--- config.mk ---
export PLATFORM = sky130hd
export DESIGN_NAME = scan_report_max_merge_table_top_flat
export DESIGN_NICKNAME = d
export VERILOG_FILES = /design/src/hdl/srmmt_pkg.sv /design/src/hdl/srmmt_req_if.sv /design/src/hdl/srmmt_rpt_if.sv /design/src/hdl/scan_report_max_merge_table_top.sv /design/src/hdl/srmmt_ram.sv /design/src/flat_wrapper.sv
export SDC_FILE = /design/constraint.sdc
export NUM_CORES = 1
export LEC_CHECK = 0
export BUFFER_PORTS_ARGS = -buffer_cell sky130_fd_sc_hd__buf_2
export CAP_MARGIN = 10
export CORE_ASPECT_RATIO = 1.5
export CORE_MARGIN = 4
export CORE_UTILIZATION = 60
export CTS_CLUSTER_DIAMETER = 80
export DETAILED_ROUTE_END_ITERATION = 8
export GPL_ROUTABILITY_DRIVEN = 0
export HOLD_SLACK_MARGIN = 0.15
export PLACE_DENSITY = 0.82
export SYNTH_ARGS = -nofsm -noshare
export SYNTH_HDL_FRONTEND = slang
export SYNTH_SLANG_ARGS = --single-unit
--- constraint.sdc ---
create_clock -name clk -period 6.5 [get_ports clk]
set_input_delay 1.3 -clock clk [delete_from_list [all_inputs] [get_ports clk]]
set_output_delay 1.3 -clock clk [all_outputs]
set_load 0.01 [all_outputs]
--- src/hdl/srmmt_pkg.sv ---
// Package for the scan report max-merge table: sizes, codes and the microcode program.
package srmmt_pkg;

    localparam int TABLE_DEPTH = 16;
    localparam int IDX_W       = (TABLE_DEPTH > 1) ? $clog2(TABLE_DEPTH) : 1;
    localparam int CNT_W       = $clog2(TABLE_DEPTH + 1);
    localparam int FIELD_W     = 16;
    localparam int ENTRY_W     = 3 * FIELD_W;

    typedef enum logic [1:0] {
        REQ_DETECT   = 2'd0,
        REQ_END_SCAN = 2'd1,
        REQ_CLEAR    = 2'd2,
        REQ_UNUSED   = 2'd3
    } req_t;

    typedef enum logic [3:0] {
        ST_FETCH,
        ST_DISPATCH,
        ST_IS_END,
        ST_IS_DETECT,
        ST_SEARCH,
        ST_COMPARE,
        ST_UPDATE,
        ST_APPEND,
        ST_FLUSH_RD,
        ST_FLUSH_OUT,
        ST_FLUSH_NEXT,
        ST_FLUSH_DONE
    } step_t;

    typedef enum logic [3:0] {
        C_ALWAYS,
        C_IN_FIRE,
        C_SKIP,
        C_IS_END,
        C_DETECT_ON,
        C_BEFORE_CNT,
        C_MISS,
        C_GREATER,
        C_ROOM,
        C_OUT_FREE
    } cond_t;

    // actions fire only when the word's condition is true
    typedef struct packed {
        logic  in_ready;
        cond_t cond;
        step_t t_true;
        step_t t_false;
        logic  latch;
        logic  idx_clr;
        logic  idx_inc;
        logic  ram_rd;
        logic  ram_wr;
        logic  cnt_inc;
        logic  cnt_clr;
        logic  out_load;
    } ucode_t;

    function automatic ucode_t uw(input logic rdy, input cond_t c, input step_t tt,
                                  input step_t tf, input logic [7:0] act);
        ucode_t w;
        w.in_ready = rdy;
        w.cond     = c;
        w.t_true   = tt;
        w.t_false  = tf;
        {w.latch, w.idx_clr, w.idx_inc, w.ram_rd,
         w.ram_wr, w.cnt_inc, w.cnt_clr, w.out_load} = act;
        return w;
    endfunction

    function automatic ucode_t ucode_rom(input step_t s);
        ucode_t w;
        case (s)
            ST_FETCH:      w = uw(1'b1, C_IN_FIRE,    ST_DISPATCH,   ST_FETCH,      8'b1100_0000);
            ST_DISPATCH:   w = uw(1'b0, C_SKIP,       ST_FETCH,      ST_IS_END,     8'b0000_0010);
            ST_IS_END:     w = uw(1'b0, C_IS_END,     ST_FLUSH_RD,   ST_IS_DETECT,  8'b0000_0000);
            ST_IS_DETECT:  w = uw(1'b0, C_DETECT_ON,  ST_SEARCH,     ST_FETCH,      8'b0000_0000);
            ST_SEARCH:     w = uw(1'b0, C_BEFORE_CNT, ST_COMPARE,    ST_APPEND,     8'b0001_0000);
            ST_COMPARE:    w = uw(1'b0, C_MISS,       ST_SEARCH,     ST_UPDATE,     8'b0010_0000);
            ST_UPDATE:     w = uw(1'b0, C_GREATER,    ST_FETCH,      ST_FETCH,      8'b0000_1000);
            ST_APPEND:     w = uw(1'b0, C_ROOM,       ST_FETCH,      ST_FETCH,      8'b0000_1100);
            ST_FLUSH_RD:   w = uw(1'b0, C_ALWAYS,     ST_FLUSH_OUT,  ST_FLUSH_OUT,  8'b0001_0000);
            ST_FLUSH_OUT:  w = uw(1'b0, C_OUT_FREE,   ST_FLUSH_NEXT, ST_FLUSH_OUT,  8'b0010_0001);
            ST_FLUSH_NEXT: w = uw(1'b0, C_BEFORE_CNT, ST_FLUSH_RD,   ST_FLUSH_DONE, 8'b0000_0000);
            ST_FLUSH_DONE: w = uw(1'b0, C_ALWAYS,     ST_FETCH,      ST_FETCH,      8'b0000_0010);
            default:       w = uw(1'b0, C_ALWAYS,     ST_FETCH,      ST_FETCH,      8'b0000_0000);
        endcase
        return w;
    endfunction

endpackage

--- src/hdl/srmmt_req_if.sv ---
// Request channel interface: detection, end-of-scan and clear items.
interface srmmt_req_if;
    import srmmt_pkg::*;

    logic                       valid;
    logic                       ready;
    logic [1:0]                 req_type;
    logic [FIELD_W-1:0]         target_id;
    logic [FIELD_W-1:0]         emission_tag;
    logic signed [FIELD_W-1:0]  snr_db;

    modport source (output valid, output req_type, output target_id,
                    output emission_tag, output snr_db, input ready);
    modport sink   (input valid, input req_type, input target_id,
                    input emission_tag, input snr_db, output ready);
endinterface

--- src/hdl/srmmt_rpt_if.sv ---
// Report channel interface: one item per emitted table entry.
interface srmmt_rpt_if;
    import srmmt_pkg::*;

    logic                       valid;
    logic                       ready;
    logic [FIELD_W-1:0]         out_target_id;
    logic [FIELD_W-1:0]         out_emission_tag;
    logic signed [FIELD_W-1:0]  out_snr_db;
    logic                       last_report;

    modport source (output valid, output out_target_id, output out_emission_tag,
                    output out_snr_db, output last_report, input ready);
    modport sink   (input valid, input out_target_id, input out_emission_tag,
                    input out_snr_db, input last_report, output ready);
endinterface

--- src/hdl/scan_report_max_merge_table_top.sv ---
// Top level of the scan report max-merge table: microcoded sequencer over an entry RAM.
//
//  channel  dir  handshake      payload
//  req      in   valid/ready    req_type, target_id, emission_tag, snr_db
//  rpt      out  valid/ready    out_target_id, out_emission_tag, out_snr_db, last_report
//  cfg      in   cfg_we         cfg_wdata (track_manager_present)
//
// One item at a time; ready is high only in the fetch step.
// Detection: the stored entries are read through the registered RAM port and compared
// one at a time; a match is updated if the new SNR is greater, a miss is appended if
// there is room. End of scan emits the entries in order; clear and dropped items
// return to fetch. A stalled rpt holds the flush step.
// Reset clears the step counter, entry count and output valid; register resets to 1.
module scan_report_max_merge_table_top (
    input  logic clk,
    input  logic rst_n,
    input  logic cfg_we,
    input  logic cfg_wdata,
    srmmt_req_if.sink   req,
    srmmt_rpt_if.source rpt
);
    import srmmt_pkg::*;

    step_t                      step_reg, step_next;
    logic                       tmp_reg;
    logic [CNT_W-1:0]           cnt_reg, cnt_next;
    logic [CNT_W-1:0]           idx_reg, idx_next;
    logic [1:0]                 item_req_reg;
    logic [FIELD_W-1:0]         item_tgt_reg;
    logic [FIELD_W-1:0]         item_tag_reg;
    logic signed [FIELD_W-1:0]  item_snr_reg;
    logic                       out_valid_reg, out_valid_next;
    logic [FIELD_W-1:0]         out_tgt_reg;
    logic [FIELD_W-1:0]         out_tag_reg;
    logic signed [FIELD_W-1:0]  out_snr_reg;
    logic                       out_last_reg;

    ucode_t                     uc;
    logic                       cond_ok;
    logic                       ram_we, ram_re;
    logic [ENTRY_W-1:0]         ram_rdata;
    logic [FIELD_W-1:0]         rd_tgt;
    logic [FIELD_W-1:0]         rd_tag;
    logic signed [FIELD_W-1:0]  rd_snr;
    logic                       out_free;
    logic                       is_end;
    logic                       is_last;

    assign uc       = ucode_rom(step_reg);
    assign rd_tgt   = ram_rdata[ENTRY_W-1 -: FIELD_W];
    assign rd_tag   = ram_rdata[2*FIELD_W-1 -: FIELD_W];
    assign rd_snr   = signed'(ram_rdata[FIELD_W-1:0]);
    assign out_free = !out_valid_reg || rpt.ready;
    assign is_end   = (item_req_reg == REQ_END_SCAN);
    assign is_last  = ((idx_reg + CNT_W'(1)) == cnt_reg);

    always_comb
    begin
        case (uc.cond)
            C_ALWAYS:     cond_ok = 1'b1;
            C_IN_FIRE:    cond_ok = req.valid;
            C_SKIP:       cond_ok = (item_req_reg == REQ_CLEAR)
                                    || (is_end && (!tmp_reg || cnt_reg == '0));
            C_IS_END:     cond_ok = is_end;
            C_DETECT_ON:  cond_ok = (item_req_reg == REQ_DETECT) && tmp_reg;
            C_BEFORE_CNT: cond_ok = (idx_reg != cnt_reg);
            C_MISS:       cond_ok = (rd_tgt != item_tgt_reg);
            C_GREATER:    cond_ok = (item_snr_reg > rd_snr);
            C_ROOM:       cond_ok = (cnt_reg != CNT_W'(TABLE_DEPTH));
            C_OUT_FREE:   cond_ok = out_free;
            default:      cond_ok = 1'b0;
        endcase
    end

    assign ram_we = uc.ram_wr && cond_ok;
    assign ram_re = uc.ram_rd && cond_ok;

    always_comb
    begin
        step_next      = cond_ok ? uc.t_true : uc.t_false;
        idx_next       = idx_reg;
        cnt_next       = cnt_reg;
        out_valid_next = out_valid_reg;
        if (rpt.ready)
        begin
            out_valid_next = 1'b0;
        end
        if (cond_ok)
        begin
            if (uc.idx_clr)
            begin
                idx_next = '0;
            end
            if (uc.idx_inc)
            begin
                idx_next = idx_reg + CNT_W'(1);
            end
            if (uc.cnt_inc)
            begin
                cnt_next = cnt_reg + CNT_W'(1);
            end
            if (uc.cnt_clr)
            begin
                cnt_next = '0;
            end
            if (uc.out_load)
            begin
                out_valid_next = 1'b1;
            end
        end
    end

    always_ff @(posedge clk or negedge rst_n)
    begin
        if (!rst_n)
        begin
            step_reg      <= ST_FETCH;
            tmp_reg       <= 1'b1;
            cnt_reg       <= '0;
            idx_reg       <= '0;
            out_valid_reg <= 1'b0;
        end
        else
        begin
            step_reg      <= step_next;
            cnt_reg       <= cnt_next;
            idx_reg       <= idx_next;
            out_valid_reg <= out_valid_next;
            if (cfg_we)
            begin
                tmp_reg <= cfg_wdata;
            end
        end
    end

    always_ff @(posedge clk)
    begin
        if (uc.latch && cond_ok)
        begin
            item_req_reg <= req.req_type;
            item_tgt_reg <= req.target_id;
            item_tag_reg <= req.emission_tag;
            item_snr_reg <= req.snr_db;
        end
        if (uc.out_load && cond_ok)
        begin
            out_tgt_reg  <= rd_tgt;
            out_tag_reg  <= rd_tag;
            out_snr_reg  <= rd_snr;
            out_last_reg <= is_last;
        end
    end

    srmmt_ram #(
        .WIDTH (ENTRY_W),
        .DEPTH (TABLE_DEPTH)
    ) u_entry_ram (
        .clk   (clk),
        .we    (ram_we),
        .re    (ram_re),
        .addr  (idx_reg[IDX_W-1:0]),
        .wdata ({item_tgt_reg, item_tag_reg, item_snr_reg}),
        .rdata (ram_rdata)
    );

    assign req.ready            = uc.in_ready;
    assign rpt.valid            = out_valid_reg;
    assign rpt.out_target_id    = out_tgt_reg;
    assign rpt.out_emission_tag = out_tag_reg;
    assign rpt.out_snr_db       = out_snr_reg;
    assign rpt.last_report      = out_last_reg;
endmodule

--- src/hdl/srmmt_ram.sv ---
// Generic single-port RAM with registered read.
module srmmt_ram #(
    parameter int WIDTH = 8,
    parameter int DEPTH = 16
) (
    input  logic                                       clk,
    input  logic                                       we,
    input  logic                                       re,
    input  logic [((DEPTH > 1) ? $clog2(DEPTH) : 1)-1:0] addr,
    input  logic [WIDTH-1:0]                           wdata,
    output logic [WIDTH-1:0]                           rdata
);
    logic [WIDTH-1:0] mem [DEPTH];
    logic [WIDTH-1:0] rdata_reg;

    always_ff @(posedge clk)
    begin
        if (we)
        begin
            mem[addr] <= wdata;
        end
        if (re)
        begin
            rdata_reg <= mem[addr];
        end
    end

    assign rdata = rdata_reg;
endmodule

--- src/flat_wrapper.sv ---
// flat-port wrapper written by rule: the top's interface ports become plain ports
module scan_report_max_merge_table_top_flat import srmmt_pkg::*;
  (clk, rst_n, cfg_we, cfg_wdata, req_valid, req_req_type, req_target_id, req_emission_tag, req_snr_db, req_ready, rpt_valid, rpt_out_target_id, rpt_out_emission_tag, rpt_out_snr_db, rpt_last_report, rpt_ready);
  srmmt_req_if req_i ();
  srmmt_rpt_if rpt_i ();
  input  logic clk;
  input  logic rst_n;
  input  logic cfg_we;
  input  logic cfg_wdata;
  input wire logic [$bits(req_i.valid)-1:0] req_valid;
  input wire logic [$bits(req_i.req_type)-1:0] req_req_type;
  input wire logic [$bits(req_i.target_id)-1:0] req_target_id;
  input wire logic [$bits(req_i.emission_tag)-1:0] req_emission_tag;
  input wire logic [$bits(req_i.snr_db)-1:0] req_snr_db;
  output wire logic [$bits(req_i.ready)-1:0] req_ready;
  output wire logic [$bits(rpt_i.valid)-1:0] rpt_valid;
  output wire logic [$bits(rpt_i.out_target_id)-1:0] rpt_out_target_id;
  output wire logic [$bits(rpt_i.out_emission_tag)-1:0] rpt_out_emission_tag;
  output wire logic [$bits(rpt_i.out_snr_db)-1:0] rpt_out_snr_db;
  output wire logic [$bits(rpt_i.last_report)-1:0] rpt_last_report;
  input wire logic [$bits(rpt_i.ready)-1:0] rpt_ready;
  assign req_i.valid = req_valid;
  assign req_i.req_type = req_req_type;
  assign req_i.target_id = req_target_id;
  assign req_i.emission_tag = req_emission_tag;
  assign req_i.snr_db = req_snr_db;
  assign req_ready = req_i.ready;
  assign rpt_valid = rpt_i.valid;
  assign rpt_out_target_id = rpt_i.out_target_id;
  assign rpt_out_emission_tag = rpt_i.out_emission_tag;
  assign rpt_out_snr_db = rpt_i.out_snr_db;
  assign rpt_last_report = rpt_i.last_report;
  assign rpt_i.ready = rpt_ready;
  scan_report_max_merge_table_top u_core (.clk(clk), .rst_n(rst_n), .cfg_we(cfg_we), .cfg_wdata(cfg_wdata), .req(req_i), .rpt(rpt_i));
endmodule
* Word level (Yosys, flattened, before mapping)
Memories as Yosys holds them, arrays and structs flattened. A register that Yosys moved wholly into a read port is not among the register bits.
Index checks and enable logic that the tools add are counted.
** Word-level totals
- Memories kept :: 2
- Register bits :: 115
- RAM bits :: 768
- Word-level logic and storage cells :: 62
- Input port bits :: 56
- Bits in read-only memories :: 336
** Operators by class
- Muxes and demuxes :: 11
- Reduce and logical (&&, ||, !) cells :: 18
- Equal/unequal tests :: 15
- Magnitude comparators :: 1
- Add/sub/neg operators :: 2
** Memories
- u_core.u_entry_ram.mem :: depth 16, bits a word 48, rd ports 1, clocked after memory_dff 1, wr ports 1, line srmmt_ram.sv:13 : logic [WIDTH-1:0] mem [DEPTH];
- (no name shown) :: depth 16, bits a word 21, rd ports 1, clocked after memory_dff 0, wr ports 0, line srmmt_pkg.sv:75 : case (s)
** Operators with widths (number)
- 5-bit two-way mux :: 4
- 4-bit by 3-bit == test with 1-bit output, second input constant :: 4
- 16-bit greater-than comparator :: 1
- 16-bit inequality test :: 1
- 5-bit by 1-bit adder with 5-bit output, second input constant :: 2
- 1-bit case mux with 10 select lines :: 1
- 4-bit by 2-bit == test with 1-bit output, second input constant :: 2
- 4-bit == test, second input constant :: 2
- 1-bit logical AND :: 6
- 5-bit == test :: 1
- 5-bit zero test :: 1
- 1-bit two-way mux :: 5
- 5-bit inequality test :: 1
- 5-bit inequality test, second input constant :: 1
- 4-bit by 1-bit == test with 1-bit output, second input constant :: 1
- 4-bit zero test :: 1
- 4-bit two-way mux :: 1
- 2-bit AND reduction :: 2
- 2-bit nonzero test :: 2
- 1-bit logical OR :: 3
- 2-bit by 1-bit == test with 1-bit output, second input constant :: 1
- 2-bit == test, second input constant :: 1
- 1-bit zero test :: 2
- 2-bit zero test :: 1

* Longest topological paths before layout
Gate-level depths: netlist of the first run.
- Depth in word-level cells :: 8
- Mapped depth :: 12

* By module
A second synthesis of the first run with hierarchy kept.
** Unflattened totals
- Cells, all modules :: 1583
- Area, all modules :: 35167.5 µm²
** By module, submodules not included
- srmmt_ram :: sequential area each 24503.5 µm², cells an instance 1243, area an instance 30216.5 µm², times used 1
- scan_report_max_merge_table_top :: sequential area each 3374.5 µm², cells an instance 340, area an instance 4951.0 µm², times used 1

* Worst setup path before layout of the first run
Ideal clock, no wire load.
- Kind :: register -> register
- From :: reg u_core.item_snr_reg[1]
- To :: mem u_core.u_entry_ram.mem[12][0] in the netlist's numbering (enable)
- Path buffers :: 1
- Stages on the path, launching flop included :: 11
- Setup slack :: 1611 ps
- Arrival :: 4435 ps
- Path through :: edfxtp_1 > ha_1 > nor2b_1 > o211ai_1 > a21oi_1 > a311oi_1 > nor2_1 > o311ai_2 > buf_2 > nand3_1 > nor2_1
** Between the ends
- Longest elaborated chain between the ends :: 5
** Ends and longest elaborated chain
- start, declared :: line scan_report_max_merge_table_top.sv:31 : logic signed [FIELD_W-1:0] item_snr_reg;
- start signal, assigned :: line scan_report_max_merge_table_top.sv:143 : item_snr_reg <= req.snr_db;
- 16-bit greater-than comparator :: line scan_report_max_merge_table_top.sv:68 : C_GREATER: cond_ok = (item_snr_reg > rd_snr);
- 1-bit case mux with 10 select lines :: line scan_report_max_merge_table_top.sv:59 : case (uc.cond)
- 1-bit logical AND :: line scan_report_max_merge_table_top.sv:75 : assign ram_we = uc.ram_wr && cond_ok;
- 1-bit two-way mux :: line srmmt_ram.sv:18 : if (we)
- 1-bit two-way mux (not written as such) :: line srmmt_ram.sv:20 : mem[addr] <= wdata;
- end, declared :: line srmmt_ram.sv:13
Every way passes these cells.

* Final worst setup path of the first run
- From :: reg u_core.item_snr_reg[14]
- To :: mem u_core.u_entry_ram.mem[4][16] in the netlist's numbering (enable)
The elaborated chain is that of the path after synthesis.

==> impl_metrics.toml, run 1 <==
[pwr]
p_leak_nw = 12.29
power.total_mw = 16.65
p_per_area_nw_per_um2 = 421.1
ir_drop_mv = 0.3651

[grt]
track_usage_pct = 26.99
grt_max_degree = 118
antenna_found_initial = 0
grt_pass1_vias = 17530
grt.overflow.total = 0
grt_first_pass_wirelength_um = 122400

[drt]
vias_per_cell = 6.848
totalWireLength_um = 82980
vias = 16920
drt-initial-drc-count = 2499
drcViolationCount = 0
post_drt_wl_per_cell_um = 33.60
detail_route.first_pass.iterations = 6
antenna_left = 0

[finish]
fill_cells = 3332
nets = 1721
n_antenna_cell = 0
final_common_cell = "edfxtp_1"
final_cell_mix = "915 x edfxtp_1, 240 x mux4_2, 106 x buf_2"
largest_reg_flops = 768
finalInstanceArea_um2 = 39550
layout-drive-gt1-share_pct = 31.29
area_growth_pct = 12.04

[critical_path]
required_ps = 6780
cp-start-kind = "flop"
slowest_stage = "nor2_4"
crit_top_cell = "buf_4"
crit_path_cell_trace = "ha_1 -> and3_1 -> nand4_1 -> a21oi_1 -> a311oi_1 -> and4_1 -> o311ai_2 -> buf_4 -> nand3b_1 -> nor2_4 -> buf_4"
end_kind = "flop"
crit_family = "simple AND/OR/NAND/NOR gates"
criticalPathCategory = "reg2reg"
path_max_fanout = 26
crit_arrival_ps = 5380
cp_slowest_stage_delay_ps = 930
crit_buf_inv = 2

[floorplanning]
rows = 108
io_pins = 107
dieHeight_um = 305.1
die_w_um = 206.0
initial_core_util_pct = 60.74
dieArea_um2 = 62850
core_area_um2 = 58110

[cts]
tritoncts = "yes"
clock_path_buffers = 3
hold_buffers = 0
clk_pin_slew_ps = 70
clk_latency_ps = 640
htree_num_levels = 3
cts_sinks = 931
cts_buffers = 82
ctsRootBufferMaster = "clkbuf_16"
ctsResizeCount = 0
cts_setup_buffers = 0

[sta]
finalCritPeriodShare_pct = 78.42
tns_ps = 0
finalCriticalPeriod_ps = 5097
setup_viol = 0
drv_slew = 0
hold_violations = 0
max_freq_mhz = 196.2
setup_slack_ps = 1403
rsz0062_at_grt = "no"
fin_hold_ws_ps = 419.9
slew_headroom_pct = 24.03
worst_pin_slew_ps = 1140
finalClockSkew_ps = 31.00

[synth]
syn_area_um2 = 35300
ys.flop_type = "edfxtp_1"
syn_area_per_cell_um2 = 23.70
synth_cells = 1489
synthesis.nets = 1572
ys.warnings.count = 0
synth_seq_area_share_pct = 78.99
synthArstFlopShare_pct = 1.719
synth_edf_count = 915
ys_types = 54
synth_seq_cells = 931

[place]
pre_cts_ws_ps = 1602
dp.final_hpwl_um = 39300
placement.cell_area_um2 = 36850
portBuffers = 106

[status]
status = "finished, final reports clean"

[run]
maxCapViolCount = 0

[min_path]
min_path_type = "reg2reg"
cells by family after synthesis:
| family | after synthesis | synth area share [%] |
|---|---|---|
| flip-flops | 931 | 78.99 |
| multiplexers | 246 | 15.49 |
| AND/OR/NAND/NOR | 106 | 1.592 |
| buffers and inverters | 96 | 1.110 |
| AO/OA/AOI/OAI | 60 | 1.276 |
| adder cells (fa/ha/maj) | 27 | 0.9571 |
| XOR/XNOR | 23 | 0.5920 |
synthesized netlist by cell type, types with 6 or more instances:
library cell | count | area share (%)
dfrtp_1 | 15 | 1.1
nand4_1 | 6 | 0.11
nor2b_1 | 8 | 0.14
nand2_1 | 10 | 0.11
nor3_1 | 8 | 0.11
buf_1 | 16 | 0.17
buf_2 | 13 | 0.18
ha_1 | 27 | 0.96
nand3_1 | 13 | 0.18
inv_1 | 29 | 0.31
mux4_2 | 240 | 15
edfxtp_1 | 915 | 78
a21oi_1 | 17 | 0.24
nand2b_1 | 8 | 0.14
xnor2_1 | 20 | 0.50
clkbuf_1 | 35 | 0.37
nor2_1 | 31 | 0.33
o21ai_0 | 9 | 0.13
worst paths after layout:
| check | from | endpoint | slack, ps | cells after the start |
|---|---|---|---|---|
| worst max-delay path | u_core.item_snr_reg[14] | u_core.u_entry_ram.mem[4][16] | 1400 | 11 |
| worst min-delay path | u_core.u_entry_ram.rdata[23] | u_core.rpt.out_emission_tag[7] | 420 | 0 |
| worst max register to register | u_core.item_snr_reg[14] | u_core.u_entry_ram.mem[4][16] | 1400 | 11 |
| worst min register to register | u_core.u_entry_ram.rdata[23] | u_core.rpt.out_emission_tag[7] | 420 | 0 |
| max in group asynchronous | rst_n | u_core.tmp_reg | 5590 | 1 |
| min in group asynchronous | rst_n | u_core.cnt_reg[2] | 590 | 1 |
through the flow:
stage,std cells,util (%)
after floorplan,1489,-
after global placement,2324,63.42
after detailed placement,2324,63.42
after CTS,2470,68.06
after global routing,2470,68.06
final,2470,68.06
power breakdown:
part | leakage [nW] | internal, mW | switching [mW]
clock | 1.32 | 2.76 | 2.19
combinational | 2.52 | 1.25 | 1.56
sequential | 8.45 | 7.90 | 0.996
total | 12.3 | 11.9 | 4.74
metal layers:
metal  up-vias  share of wire, %  GRT usage (%)
met5         -                 0              0
met3       230               8.9          4.020
li1       6590                 -              -
met1      8827                35          37.30
met2      1268                52          44.50
met4         0               4.3          10.27
final cells by class:
type	instances	area (um^2)	share of cell area, %
clock buffer	91	2150	5.436
clock inverter	55	543.0	1.373
inverter	30	112.6	0.2848
multi-input combinational	462	7156	18.09
sequential	931	27890	70.53
tap	770	963.4	2.436
timing repair buffer	131	730.7	1.848
No activity file was read; power rests on OpenSTA's default activity.
==> inputs of run 2 (changes only) <==
ABC_AREA = 1   (was not set)
clock period = 5.05 ns   (was 6.5 ns; I/O delays follow)
==> run 2 against run 1 <==
Clock power increased by 24%; sequential power increased by 24%; global-route usage increased by 0.64 points; final cell count increased by 43%; sequential share of layout area decreased by 1.0 points; total power increased by 33%; non-clock buffer count increased by 24; critical path depth increased by 3; count of clock-buffer cells in the layout increased by 5; worst hold slack got worse by 120 ps; utilization decreased by 0.098 points; fmax increased by 15%; critical endpoint is now u_core.u_entry_ram.mem[10][39]; largest cell class unchanged; largest power group unchanged.
==> impl_metrics.toml, run 2 <==
[status]
status = "finished, final reports clean"

[synth]
syn_area_per_cell_um2 = 13.68
synth_seq_area_share_pct = 77.65
ys.warnings.count = 0
synth_area_leaders = "edfxtp_1 77%, o21ai_0 5.5%, nor2_1 4.5%"
ys_types = 37
synth_seq_cells = 931
synth_common_cells = "915 x edfxtp_1, 430 x nor2_1, 394 x o21ai_0"
synth_cells = 2625
yosysTopAreaCell = "edfxtp_1"
synthArstFlopShare_pct = 1.719
netlist.area_leader.share_pct = 76.53
yosysMostFrequentCell = "edfxtp_1"
ys.flop_type = "edfxtp_1"
synth_edf_count = 915
syn_area_um2 = 35900
synthesis.nets = 2708

[critical_path]
path_max_fanout = 21
required_ps = 5340
cp-start-kind = "flop"
crit_arrival_ps = 4720
end_kind = "flop"
ff2ff_setup_slack_ps = 620
criticalPathCategory = "reg2reg"

[cts]
cts_sinks = 931
ctsResizeCount = 0
htree_num_levels = 3
hold_buffers = 0
clock_path_buffers = 3
tritoncts = "yes"
clk_latency_ps = 630
clk_pin_slew_ps = 70
cts_buffers = 79
ctsRootBufferMaster = "clkbuf_16"
cts_setup_buffers = 0

[floorplanning]
dieArea_um2 = 63890
die_w_um = 207.7
io_pins = 107
rows = 109
core_area_um2 = 59050
dieHeight_um = 307.6
initial_core_util_pct = 60.80

[finish]
largest_reg_flops = 768
area_growth_pct = 11.78
layout-drive-gt1-share_pct = 11.31
finalInstanceArea_um2 = 40130
final_cell_mix = "915 x edfxtp_1, 410 x nor2_1, 394 x o21ai_0"
fill_cells = 3605
final_common_cell = "edfxtp_1"
nets = 2787
final_core_util_pct = 67.96
layout.cells.non_filler = 3544
n_antenna_cell = 0

[drt]
post_drt_wl_per_cell_um = 25.55
vias = 23250
detail_route.first_pass.iterations = 9
drcViolationCount = 0
vias_per_cell = 6.560
antenna_left = 0
drt-initial-drc-count = 3802
totalWireLength_um = 90550

[pwr]
power.total_mw = 22.10
ir_drop_mv = 0.3652
p_leak_nw = 13.39
p_per_area_nw_per_um2 = 550.8

[sta]
max_freq_mhz = 225.6
finalCriticalPeriod_ps = 4432
slew_headroom_pct = 26.20
hold_violations = 0
drv_slew = 0
finalCritPeriodShare_pct = 87.76
finalClockSkew_ps = 29.22
setup_slack_ps = 618.2
rsz0062_at_grt = "no"
setup_viol = 0
tns_ps = 0
worst_pin_slew_ps = 1104
fin_hold_ws_ps = 296.0

[grt]
antenna_found_initial = 0
grt_pass1_vias = 23160
grt_max_degree = 230
grt.overflow.total = 0
grt_first_pass_wirelength_um = 135400
track_usage_pct = 27.63

[place]
dp.final_hpwl_um = 48300
placement.cell_area_um2 = 37530
portBuffers = 106
dp_cells = 3400
pre_cts_ws_ps = 657.9

[run]
maxCapViolCount = 0

[min_path]
min_path_type = "in2async"
-- run 2: changes by cell type after synthesis, moves of 18 or more --
cell	previous run	this run
mux4_2	240	0
nor2_1	31	430
clkbuf_1	35	143
nand4_1	6	51
inv_1	29	47
o22ai_1	2	192
nand2_1	10	292
o21ai_0	9	394
nand3_1	13	35
-- run 2: power breakdown --
group | internal [mW] | switching (mW)
combinational | 1.41 | 3.60
sequential | 10.0 | 0.962
clock | 3.41 | 2.73
total | 14.8 | 7.28
-- run 2: worst max-delay path, stage by stage, from the launching register on --
cell and delay (ps):
edfxtp_1 610, ha_1 470, nand2_1 80, inv_1 80, nand3_1 90, nor3_1 290
nand2_1 120, nand3_1 90, nand3_1 170, nand2_1 120, inv_1 50, nand2_2 350
nand3_4 550, nor2_4 580, buf_4 390
-- run 2: per-layer routing --
metal | GRT usage (%) | part of all wire, % | vias to the layer above | wire (um)
li1 | - | - | 9831 | -
met1 | 34.79 | 33 | 11170 | 30160
met2 | 46.85 | 50 | 1895 | 45380
met3 | 4.861 | 11 | 347 | 10400
met4 | 13.89 | 5.1 | 0 | 4625
met5 | 0 | 0 | - | 0
-- run 2: cells by family after synthesis --
logic type / after synthesis / synth area share, %
flip-flops: 931 / 77.65
AND/OR/NAND/NOR: 824 / 9.288
AO/OA/AOI/OAI: 611 / 9.249
buffers and inverters: 209 / 2.304
adder cells (fa/ha/maj): 27 / 0.9410
XOR/XNOR: 22 / 0.5367
multiplexers: 1 / 0.03136
-- run 2: worst paths after layout --
check,cells after the start,start,to
setup reg to reg,14,u_core.item_snr_reg[15],u_core.u_entry_ram.mem[10][39]
min in group clk,0,u_core.u_entry_ram.rdata[16],u_core.rpt.out_emission_tag[0]
setup / recovery,14,u_core.item_snr_reg[15],u_core.u_entry_ram.mem[10][39]
max in group asynchronous,1,rst_n,u_core.tmp_reg
hold reg to reg,0,u_core.u_entry_ram.rdata[16],u_core.rpt.out_emission_tag[0]
hold / removal,1,rst_n,u_core.cnt_reg[1]
-- run 2: area by class of cell --
| type | count | area [um^2] | share of cell area (%) |
|---|---|---|---|
| tap | 777 | 972.2 | 2.422 |
| clock inverter | 48 | 450.4 | 1.122 |
| clock buffer | 96 | 2147 | 5.350 |
| timing repair buffer | 155 | 1111 | 2.769 |
| inverter | 52 | 207.7 | 0.5175 |
| multi-input combinational | 1485 | 7358 | 18.34 |
| sequential | 931 | 27890 | 69.48 |
